### config.mk
export PLATFORM = sky130hd
export DESIGN_NAME = binomial_coefficient_unit
export DESIGN_NICKNAME = d
export VERILOG_FILES = /design/src/design/bcu_pkg.sv /design/src/design/bcu_ctrl.sv /design/src/design/bcu_dp.sv /design/src/design/binomial_coefficient_unit.sv
export SDC_FILE = /design/constraint.sdc
export NUM_CORES = 1
export LEC_CHECK = 0
export BUFFER_PORTS_ARGS = -buffer_cell sky130_fd_sc_hd__buf_2
export CAP_MARGIN = 20
export CORE_MARGIN = 2
export CORE_UTILIZATION = 47
export CTS_BUF_LIST = sky130_fd_sc_hd__clkbuf_4 sky130_fd_sc_hd__clkbuf_8
export CTS_CLUSTER_DIAMETER = 30
export DETAILED_ROUTE_END_ITERATION = 16
export GPL_ROUTABILITY_DRIVEN = 0
export GPL_TIMING_DRIVEN = 0
export MAX_ROUTING_LAYER = met4
export PLACE_DENSITY = 0.74
export SYNTH_ARGS = -nofsm -noshare
export SYNTH_HDL_FRONTEND = slang
export SYNTH_SLANG_ARGS = --single-unit
### constraint.sdc
create_clock -name i_clk -period 6.28 [get_ports i_clk]
set_input_delay 0.314 -clock i_clk [delete_from_list [all_inputs] [get_ports i_clk]]
set_output_delay 0.314 -clock i_clk [all_outputs]
set_load 0.005 [all_outputs]
### src/design/bcu_pkg.sv
// Shared widths, command and status types for the binomial coefficient unit.
package bcu_pkg;

    localparam int N_W      = 6;
    localparam int RES_W    = 60;
    localparam int PROD_W   = RES_W + N_W;
    localparam int IDX_W    = 6;
    localparam int REM_W    = 6;
    localparam int CNT_W    = $clog2(PROD_W);
    localparam int IN_TDATA_W  = ((2 * N_W + 7) / 8) * 8;
    localparam int OUT_TDATA_W = ((RES_W + 7) / 8) * 8;

    // Controller to datapath commands
    typedef struct packed {
        logic load;      // capture n and k from the input transfer
        logic setup;     // fold k, resolve special cases, seed the accumulator
        logic mul;       // form r * (n + 1 - i)
        logic div;       // one restoring divide step
        logic finish;    // move the accumulator into the output register
    } t_cmd;

    // Datapath to controller status
    typedef struct packed {
        logic special;   // result already final after setup
        logic loop_done; // loop index passed the folded k
        logic div_last;  // current divide step is the last one
        logic out_busy;  // output register holds a result not taken this cycle
    } t_status;

endpackage

### src/design/bcu_ctrl.sv
// Sequencer for the multiply and serial divide loop.
module bcu_ctrl (
    input  logic              i_clk,
    input  logic              i_rst_n,
    input  logic              i_in_valid,
    output logic              o_in_ready,
    input  bcu_pkg::t_status  i_status,
    output bcu_pkg::t_cmd     o_cmd
);

    typedef enum logic [2:0] {
        ST_IDLE,
        ST_SETUP,
        ST_CHECK,
        ST_MUL,
        ST_DIV,
        ST_FINISH
    } t_state;

    t_state r_state;
    t_state n_state;

    always_comb begin
        n_state = r_state;
        o_cmd   = '0;
        case (r_state)
            ST_IDLE: begin
                if (i_in_valid) begin
                    o_cmd.load = 1'b1;
                    n_state    = ST_SETUP;
                end
            end
            ST_SETUP: begin
                o_cmd.setup = 1'b1;
                n_state     = ST_CHECK;
            end
            ST_CHECK: begin
                if (i_status.special || i_status.loop_done) begin
                    n_state = ST_FINISH;
                end else begin
                    n_state = ST_MUL;
                end
            end
            ST_MUL: begin
                o_cmd.mul = 1'b1;
                n_state   = ST_DIV;
            end
            ST_DIV: begin
                o_cmd.div = 1'b1;
                if (i_status.div_last) begin
                    n_state = ST_CHECK;
                end
            end
            ST_FINISH: begin
                // hold until the output register is free
                if (!i_status.out_busy) begin
                    o_cmd.finish = 1'b1;
                    n_state      = ST_IDLE;
                end
            end
            default: begin
                n_state = ST_IDLE;
            end
        endcase
    end

    always_ff @(posedge i_clk) begin
        if (!i_rst_n) begin
            r_state <= ST_IDLE;
        end else begin
            r_state <= n_state;
        end
    end

    assign o_in_ready = (r_state == ST_IDLE);

endmodule

### src/design/bcu_dp.sv
// Datapath: operand registers, 60x6 multiplier, restoring divider, output register.
module bcu_dp #(
    parameter int MAX_N = 63
) (
    input  logic                         i_clk,
    input  logic                         i_rst_n,
    input  logic [bcu_pkg::N_W-1:0]      i_n_total,
    input  logic [bcu_pkg::N_W-1:0]      i_k_chosen,
    input  bcu_pkg::t_cmd                i_cmd,
    output bcu_pkg::t_status             o_status,
    output logic                         o_out_valid,
    input  logic                         i_out_ready,
    output logic [bcu_pkg::RES_W-1:0]    o_coefficient
);

    localparam logic [bcu_pkg::N_W-1:0] MaxN = bcu_pkg::N_W'(MAX_N);

    logic [bcu_pkg::N_W-1:0]    r_n;
    logic [bcu_pkg::N_W-1:0]    r_k;
    logic [bcu_pkg::N_W-1:0]    r_kk;
    logic [bcu_pkg::IDX_W-1:0]  r_i;
    logic                       r_special;
    logic [bcu_pkg::RES_W-1:0]  r_acc;
    logic [bcu_pkg::PROD_W-1:0] r_prod;
    logic [bcu_pkg::REM_W-1:0]  r_rem;
    logic [bcu_pkg::CNT_W-1:0]  r_cnt;
    logic [bcu_pkg::RES_W-1:0]  r_out;
    logic                       r_out_valid;

    logic                       w_bad;
    logic [bcu_pkg::N_W-1:0]    w_kk;
    logic [bcu_pkg::N_W-1:0]    w_m;
    logic [bcu_pkg::N_W:0]      w_m_full;
    logic [bcu_pkg::PROD_W-1:0] w_prod;
    logic [bcu_pkg::REM_W:0]    w_shift;
    logic [bcu_pkg::REM_W:0]    w_div;
    logic                       w_qbit;

    // fold k onto the smaller half and flag the cases that need no loop
    assign w_bad = (r_n > MaxN) || (r_k > r_n);
    assign w_kk  = (r_k > (r_n >> 1)) ? (r_n - r_k) : r_k;

    // next factor n + 1 - i, never below one inside the loop
    assign w_m_full = {1'b0, r_n} + (bcu_pkg::N_W+1)'(1) - {1'b0, r_i};
    assign w_m      = w_m_full[bcu_pkg::N_W-1:0];
    assign w_prod   = r_acc * w_m;

    // one restoring step: bring in the top dividend bit, try subtracting i
    assign w_shift = {r_rem, r_prod[bcu_pkg::PROD_W-1]};
    assign w_div   = (bcu_pkg::REM_W+1)'(r_i);
    assign w_qbit  = (w_shift >= w_div);

    always_ff @(posedge i_clk) begin
        if (i_cmd.load) begin
            r_n <= i_n_total;
            r_k <= i_k_chosen;
        end
        if (i_cmd.setup) begin
            r_kk      <= w_kk;
            r_i       <= bcu_pkg::IDX_W'(2);
            r_special <= w_bad || (w_kk == '0);
            if (w_bad) begin
                r_acc <= '0;
            end else if (w_kk == '0) begin
                r_acc <= bcu_pkg::RES_W'(1);
            end else begin
                r_acc <= bcu_pkg::RES_W'(r_n);
            end
        end
        if (i_cmd.mul) begin
            r_prod <= w_prod;
            r_rem  <= '0;
            r_cnt  <= '0;
        end
        if (i_cmd.div) begin
            // dividend bits leave the top while quotient bits enter the bottom
            r_prod <= {r_prod[bcu_pkg::PROD_W-2:0], w_qbit};
            if (w_qbit) begin
                r_rem <= bcu_pkg::REM_W'(w_shift - w_div);
            end else begin
                r_rem <= w_shift[bcu_pkg::REM_W-1:0];
            end
            r_cnt <= r_cnt + bcu_pkg::CNT_W'(1);
            if (o_status.div_last) begin
                r_acc <= {r_prod[bcu_pkg::RES_W-2:0], w_qbit};
                r_i   <= r_i + bcu_pkg::IDX_W'(1);
            end
        end
        if (i_cmd.finish) begin
            r_out <= r_acc;
        end
    end

    always_ff @(posedge i_clk) begin
        if (!i_rst_n) begin
            r_out_valid <= 1'b0;
        end else if (i_cmd.finish) begin
            r_out_valid <= 1'b1;
        end else if (i_out_ready) begin
            r_out_valid <= 1'b0;
        end
    end

    assign o_status.special   = r_special;
    assign o_status.loop_done = (r_i > r_kk);
    assign o_status.div_last  = (r_cnt == bcu_pkg::CNT_W'(bcu_pkg::PROD_W - 1));
    assign o_status.out_busy  = r_out_valid && !i_out_ready;

    assign o_out_valid   = r_out_valid;
    assign o_coefficient = r_out;

endmodule

### src/design/binomial_coefficient_unit.sv
// Top level of the binomial coefficient unit.
//
// Each input transfer carries n and k (0 to 63); one output transfer returns the exact
// unsigned C(n,k) in 60 bits. k is first folded to min(k, n-k); C(n,0) is 1, and the
// result is 0 when k exceeds n or n exceeds MAX_N. The value is built by the
// multiplicative rule r = n, then r = r*(n+1-i)/i for i = 2 .. k, with a registered
// 60x6 multiply into a 66-bit product and a restoring divider that retires one
// quotient bit per cycle; each loop pass runs a 66-step divide. The unit takes one
// item at a time; the next input transfer is taken as soon as the result sits in the
// output register, even while that result is still waiting to be taken.
module binomial_coefficient_unit #(
    parameter int MAX_N = 63
) (
    input  logic                              i_clk,
    input  logic                              i_rst_n,
    input  logic                              s_axis_tvalid,
    output logic                              s_axis_tready,
    // [5:0] n_total, [11:6] k_chosen, [15:12] zero
    input  logic [bcu_pkg::IN_TDATA_W-1:0]    s_axis_tdata,
    output logic                              m_axis_tvalid,
    input  logic                              m_axis_tready,
    // [59:0] coefficient, [63:60] zero
    output logic [bcu_pkg::OUT_TDATA_W-1:0]   m_axis_tdata
);

    bcu_pkg::t_cmd              w_cmd;
    bcu_pkg::t_status           w_status;
    logic [bcu_pkg::RES_W-1:0]  w_coefficient;

    // sequencer: accept, setup, loop of multiply and divide, hand off to output
    bcu_ctrl u_ctrl (
        .i_clk      (i_clk),
        .i_rst_n    (i_rst_n),
        .i_in_valid (s_axis_tvalid),
        .o_in_ready (s_axis_tready),
        .i_status   (w_status),
        .o_cmd      (w_cmd)
    );

    // arithmetic and the output register that decouples the result side
    bcu_dp #(
        .MAX_N (MAX_N)
    ) u_dp (
        .i_clk         (i_clk),
        .i_rst_n       (i_rst_n),
        .i_n_total     (s_axis_tdata[bcu_pkg::N_W-1:0]),
        .i_k_chosen    (s_axis_tdata[2*bcu_pkg::N_W-1:bcu_pkg::N_W]),
        .i_cmd         (w_cmd),
        .o_status      (w_status),
        .o_out_valid   (m_axis_tvalid),
        .i_out_ready   (m_axis_tready),
        .o_coefficient (w_coefficient)
    );

    // pad the result up to whole bytes
    assign m_axis_tdata = bcu_pkg::OUT_TDATA_W'(w_coefficient);

`ifndef SYNTHESIS
    // an accepted item keeps the input closed while it is worked on
    a_busy_after_accept: assert property (@(posedge i_clk) disable iff (!i_rst_n)
        (s_axis_tvalid && s_axis_tready) |=> !s_axis_tready)
        else $error("input reopened right after a transfer");

    // a new result only appears when the sequencer was busy the cycle before
    a_result_from_work: assert property (@(posedge i_clk) disable iff (!i_rst_n)
        $rose(m_axis_tvalid) |-> !$past(s_axis_tready))
        else $error("result appeared without work in progress");

    // a result is loaded only when the previous one has gone
    a_no_overwrite: assert property (@(posedge i_clk) disable iff (!i_rst_n)
        (m_axis_tvalid && !m_axis_tready) |=> (m_axis_tvalid && $stable(m_axis_tdata)))
        else $error("pending result overwritten");
`endif

endmodule
==> results of run 1 <==
==> per-stage QoR <==
stage	area (µm²)	total power [mW]	TNS [ns]	hold slack, ns	cells
2_1_floorplan	20600	2.29	0	0.413	2262
3_3_place_gp	21800	2.59	-54.87	0.442	2924
3_5_place_dp	21800	2.62	-62.83	0.451	2926
4_1_cts	24600	5.21	-2.20	0.0111	3093
5_1_grt	25300	5.48	-11.08	0.0541	3115
6_report	25300	5.30	-6.73	0.0311	3115
==> power by group through the flow <==
stage | combinational [mW] | clock [mW] | sequential, mW
finish | 1.25 | 2.32 | 1.73
global placement | 0.835 | 0 | 1.76
global route | 1.33 | 2.42 | 1.73
CTS | 1.14 | 2.34 | 1.72
detailed placement | 0.867 | 0 | 1.75
floorplan | 0.555 | 0 | 1.74
==> flip-flops by register name (all words and copies together), names as in the netlist <==
signal and count:
u_dp.r_n 6, u_dp.o_coefficient 60, u_dp.r_i 6, u_dp.r_rem 6, u_dp.o_out_valid 1, u_ctrl.r_state 3, u_dp.r_kk 6, u_dp.r_cnt 7
u_dp.r_acc 60, u_dp.r_k 6, u_dp.r_prod 66, u_dp.r_special 1
==> area by class of cell <==
class | count | area [µm²] | share of cell area (%)
Clock buffer | 69 | 918 | 3.63
Tap cell | 585 | 732 | 2.89
Inverter | 302 | 1130 | 4.48
Clock inverter | 45 | 552 | 2.18
Sequential cell | 228 | 6150 | 24.3
Timing Repair Buffer | 173 | 1290 | 5.11
Buffer | 89 | 478 | 1.89
Multi-Input combinational cell | 1624 | 14100 | 55.5
==> metal layers <==
| metal | wire [µm] | vias to the layer above |
|---|---|---|
| met4 | 4200 | 0 |
| li1 | - | 7796 |
| met5 | 0 | - |
| met2 | 28700 | 970 |
| met3 | 5550 | 302 |
| met1 | 22800 | 8668 |
==> critical path: cells and delay by family, from the launching register on <==
kind	cells	cell delay, ns
adder cells (fa/ha/maj)	7	2.52
AO/OA/AOI/OAI	5	1.37
AND/OR/NAND/NOR	7	1.13
buffers and inverters	8	0.79
flip-flops	1	0.41
XOR/XNOR	1	0.17
==> placed cells by master, fill, tap and decap left out, types with 10 or more instances in the layout <==
cell	instances
bufinv_16	11
nand4_1	29
dfxtp_1	67
ha_1	68
o21bai_1	15
and2_1	174
o21ai_0	47
nor2_1	101
nand3_1	82
clkinv_2	13
buf_1	11
o21ai_1	16
edfxtp_1	158
xor2_1	26
inv_1	286
a21o_1	32
a21oi_2	30
clkbuf_1	50
clkbuf_2	12
mux2i_1	10
clkinvlp_4	10
and2_4	12
ha_2	14
inv_2	16
clkbuf_8	64
fa_1	234
buf_2	77
ha_4	27
o21ai_2	13
buf_6	24
xnor2_1	36
dlygate4sd3_1	13
nand2_1	383
a21oi_1	101
buf_4	61
==> what timing repair did <==
action,CTS,global route
buffers inserted,56,29
hold endpoints to repair,16,0
hold buffers,13,0
pin swaps,69,101
setup endpoints to repair,57,45
resized for setup,180,157
==> final timing paths <==
check	from	endpoint	slack (ns)	cells after the start
setup reg to reg	u_dp.r_n[1]	u_dp.r_prod[63]	-0.37	28
setup / recovery	u_dp.r_n[1]	u_dp.r_prod[63]	-0.37	28
hold / removal	s_axis_tvalid	u_ctrl.r_state[1]	0.03	3
hold reg to reg	u_dp.r_prod[46]	u_dp.r_acc[47]	0.46	2
==> cells by family after synthesis <==
kind of cell	Yosys count	synth area share (%)
AO/OA/AOI/OAI	331	9.84
XOR/XNOR	71	3.01
adder cells (fa/ha/maj)	345	29.5
buffers and inverters	410	7.56
flip-flops	228	29.8
multiplexers	11	0.540
other	1	0.0182
AND/OR/NAND/NOR	862	19.7
==> results.sh, run 1 <==
export IMPL_grtUsageMet1_pct=32.5
export IMPL_path_class="reg2reg"
export IMPL_syn_area_mm2=0.0206
export IMPL_grt_first_pass_wirelength_um=94200
export IMPL_cts_buffers=60
export IMPL_violations="setup timing"
export IMPL_switching_share_pct=31.3
export IMPL_cts_tree="yes"
export IMPL_min_path_type="in2reg"
export IMPL_worstPathArrival_ns=7.07
export IMPL_drv_cap=0
export IMPL_rsz0062_at_grt="true"
export IMPL_fillerInstances=3511
export IMPL_cts_sinks=228
export IMPL_htreeDepth=2
export IMPL_p_seq_share_pct=32.6
export IMPL_die_w_um=214
export IMPL_n_antenna_cell=0
export IMPL_ys_types=65
export IMPL_final_max_slew_viol_count=0
export IMPL_post_route_period_util_pct=106
export IMPL_yosysSeqAreaShare_pct=29.8
export IMPL_p_leak_nw=10.3
export IMPL_finalSetupViolCount=34
export IMPL_start_util_pct=47.8
export IMPL_min_period_ns=6.65
export IMPL_antenna_found_initial=1
export IMPL_synth_enable_flop_cells=158
export IMPL_drt_iter0_markers=1888
export IMPL_ioPinCount=86
export IMPL_drive_gt1_share_pct=19.4
export IMPL_synth_common_cells="387 x nand2_1, 302 x inv_1, 236 x fa_1"
export IMPL_synth_seq_cells=228
export IMPL_top_usage_layer="met2"
export IMPL_postRouteAntennaNets=0
export IMPL_grt_pass1_vias=18000
export IMPL_route_vias_total=17700
export IMPL_die_area_mm2=0.0456
export IMPL_fp_dieH_um=214
export IMPL_synthTopCellsByArea="edfxtp_1 23%, fa_1 23%, nand2_1 7.0%, dfxtp_1 6.8%, ha_1 6.6%"
export IMPL_status="complete, but fails checks"
export IMPL_synth_most_common_cell="nand2_1"
export IMPL_clk_path_buf_depth=3
export IMPL_overflow=0
export IMPL_cp_required_ns=6.70
export IMPL_fin_ws_ns=-0.367
export IMPL_postSynthCellCount=2259
export IMPL_synth_top_cell_by_area="edfxtp_1"
export IMPL_synth_top_area_share_pct=23.0
export IMPL_utilization_pct=58.7
export IMPL_critPathMaxStageDelay_ns=0.51
export IMPL_worst_slew_pin_slew_ns=0.996
export IMPL_finClkSkew_ns=0.0366
export IMPL_rows=76
export IMPL_ir_worst_vdd_mv=0.155
export IMPL_end_kind="register"
export IMPL_hold_viol_final=0
export IMPL_power_density_mw_per_mm2=209
export IMPL_wl_per_cell_um=19.6
export IMPL_grt_use_met3_pct=5.40
export IMPL_dp_slack_ns=-1.79
export IMPL_grt_max_degree=61
export IMPL_core_area_mm2=0.0432
export IMPL_syn_to_final_growth_pct=22.7
export IMPL_p_sw_mw=1.66
export IMPL_grt_use_total_pct=27.3
export IMPL_async_flop_share_pct=0
export IMPL_start_kind="register"
export IMPL_syn_avg_cell_area_um2=9.13
export IMPL_clk_pin_slew_ns=0.06
export IMPL_numPortBuffers=77
export IMPL_yosysWarnings=0
export IMPL_power_share_clock_pct=43.8
export IMPL_cts_root_buf="clkbuf_8"
export IMPL_avgViaCountPerCell=5.69
export IMPL_dp_hpwl_um=42200
export IMPL_crit_fanout=5
export IMPL_cpMaxStageDelayCell="fa_1"
export IMPL_yosys_most_used_dff="edfxtp_1"
export IMPL_route_detailed_drc=0
export IMPL_clk_latency_ns=0.68
export IMPL_fin_nets=2843
export IMPL_combPwrFrac_pct=23.6
export IMPL_intPower_mw=3.64
export IMPL_first_pass_iters=8
export IMPL_wl_um=61200
export IMPL_slew_headroom_pct=33.6
export IMPL_use_met2_pct=43.0
export IMPL_fmax_ghz=0.150
(Power assumes the default switching activity.)
==> run 2: changes to the inputs <==
--- a/config.mk
+++ b/config.mk
@@ -16,6 +16,7 @@
 export GPL_TIMING_DRIVEN = 0
 export MAX_ROUTING_LAYER = met4
 export PLACE_DENSITY = 0.74
+export RECOVER_POWER = 25
 export SYNTH_ARGS = -nofsm -noshare
 export SYNTH_HDL_FRONTEND = slang
 export SYNTH_SLANG_ARGS = --single-unit
==> results.sh, run 2 (synthesized netlist as in run 1, its figures left out) <==
export IMPL_wl_per_cell_um=19.7
export IMPL_worst_slew_pin_slew_ns=0.985
export IMPL_postRouteAntennaNets=0
export IMPL_violations="setup timing"
export IMPL_largest_reg_flops=66
export IMPL_grt_first_pass_wirelength_um=94200
export IMPL_critPathMaxStageDelay_ns=0.51
export IMPL_whs_ns=0.0271
export IMPL_start_util_pct=47.8
export IMPL_numPortBuffers=77
export IMPL_start_kind="register"
export IMPL_utilization_pct=58.6
export IMPL_fin_ws_ns=-0.327
export IMPL_core_area_mm2=0.0432
export IMPL_route_detailed_drc=0
export IMPL_finClkSkew_ns=0.0373
export IMPL_cts_root_buf="clkbuf_8"
export IMPL_clk_pin_slew_ns=0.06
export IMPL_grt_use_total_pct=27.3
export IMPL_syn_to_final_growth_pct=22.6
export IMPL_clk_path_buf_depth=3
export IMPL_p_leak_nw=10.2
export IMPL_die_area_mm2=0.0456
export IMPL_grt_pass1_vias=18000
export IMPL_power_density_mw_per_mm2=210
export IMPL_antenna_found_initial=1
export IMPL_layout_commonest_cell="nand2_1"
export IMPL_rsz0062_at_grt="true"
export IMPL_fillerInstances=3518
export IMPL_min_path_type="in2reg"
export IMPL_hold_viol_final=0
export IMPL_crit_fanout=5
export IMPL_clk_latency_ns=0.69
export IMPL_wl_um=61300
export IMPL_cpMaxStageDelayCell="fa_1"
export IMPL_finalSetupViolCount=33
export IMPL_path_class="reg2reg"
export IMPL_cp_required_ns=6.71
export IMPL_drive_gt1_share_pct=18.6
export IMPL_htreeDepth=2
export IMPL_fin_nets=2843
export IMPL_dp_hpwl_um=42200
export IMPL_largest_register="u_dp.r_prod"
export IMPL_first_pass_iters=10
export IMPL_post_route_period_util_pct=105
export IMPL_cts_tree="yes"
export IMPL_route_vias_total=17800
export IMPL_fmax_ghz=0.151
export IMPL_ioPinCount=86
export IMPL_worstRegToRegCells=28
export IMPL_hold_depth=3
export IMPL_grt_max_degree=61
export IMPL_min_period_ns=6.61
export IMPL_final_max_slew_viol_count=0
export IMPL_worstPathArrival_ns=7.04
export IMPL_end_kind="register"
export IMPL_rows=76
export IMPL_avgViaCountPerCell=5.71
export IMPL_layout_cells_non_filler=3116
export IMPL_drv_cap=0
export IMPL_die_w_um=214
export IMPL_drt_iter0_markers=1810
export IMPL_finalSetupTns_ns=-6.14
export IMPL_overflow=0
export IMPL_status="complete, but fails checks"
export IMPL_dpl_cell_count=2926
export IMPL_layout_common_cells="383 x nand2_1, 286 x inv_1, 234 x fa_1"
export IMPL_cts_sinks=228
export IMPL_cts_buffers=60
export IMPL_ir_worst_vdd_mv=0.154
export IMPL_fp_dieH_um=214
export IMPL_slew_headroom_pct=34.3
run 2: critical path: cells and delay by family (launching register included):
kind / cells / cell delay, ns
adders and majority gates: 7 / 2.52
AOI/OAI and AO/OA: 5 / 1.37
and+or+nand+nor: 7 / 1.10
buffers and inverters: 8 / 0.79
DFF: 1 / 0.41
xor gates and xnor gates: 1 / 0.16
run 2: routing by layer:
layer	part of all wire, %	track usage (%)	vias to the layer above	wire length, µm
li1	-	-	7798	-
met1	37	32.5	8672	22700
met2	47	43.0	1018	28900
met3	9.2	5.40	290	5630
met4	6.6	16.4	0	4070
met5	0	-	-	0
run 2: area by class of cell:
cell class | instances | area [µm²] | share of cell area [%]
tap | 585 | 732 | 2.89
clock buffer | 69 | 918 | 3.63
buffer | 89 | 478 | 1.89
timing repair buffer | 173 | 1270 | 5.01
inverter | 302 | 1130 | 4.48
antenna | 1 | 2.50 | 0.00989
sequential | 228 | 6150 | 24.3
multi-input combinational | 1624 | 14100 | 55.6
clock inverter | 45 | 552 | 2.18
run 2: through the flow:
stage / total power, mW / setup slack, ns / instance area [µm²]
detailed placement: 2.62 / -1.79 / 21800
global placement: 2.59 / -1.64 / 21800
finish: 5.30 / -0.327 / 25300
CTS: 5.21 / -0.288 / 24600
global route: 5.48 / -0.448 / 25300
floorplan: 2.29 / 0.00865 / 20600
run 2: path summary, 6_finish.rpt:
check / to / start / slack, ns
min: u_ctrl.r_state[1] / s_axis_tvalid / 0.03
max: u_dp.r_prod[63] / u_dp.r_n[1] / -0.33
min reg2reg: u_dp.r_acc[47] / u_dp.r_prod[46] / 0.46
max reg2reg: u_dp.r_prod[63] / u_dp.r_n[1] / -0.33
run 2: timing repair:
| item | in CTS | in global routing |
|---|---|---|
| hold buffers | 13 | 0 |
| hold endpoints to repair | 16 | 0 |
| resized for setup | 180 | 157 |
| setup endpoints to repair | 57 | 45 |
| setup buffers | 56 | 29 |
| pin swaps | 69 | 101 |
run 2: where the power goes:
part | internal, mW | leakage (nW) | switching (mW) | total [mW]
combinational | 0.514 | 7.38 | 0.737 | 1.25
sequential | 1.68 | 2.07 | 0.0497 | 1.73
clock | 1.45 | 0.734 | 0.875 | 2.33
total | 3.64 | 10.2 | 1.66 | 5.30
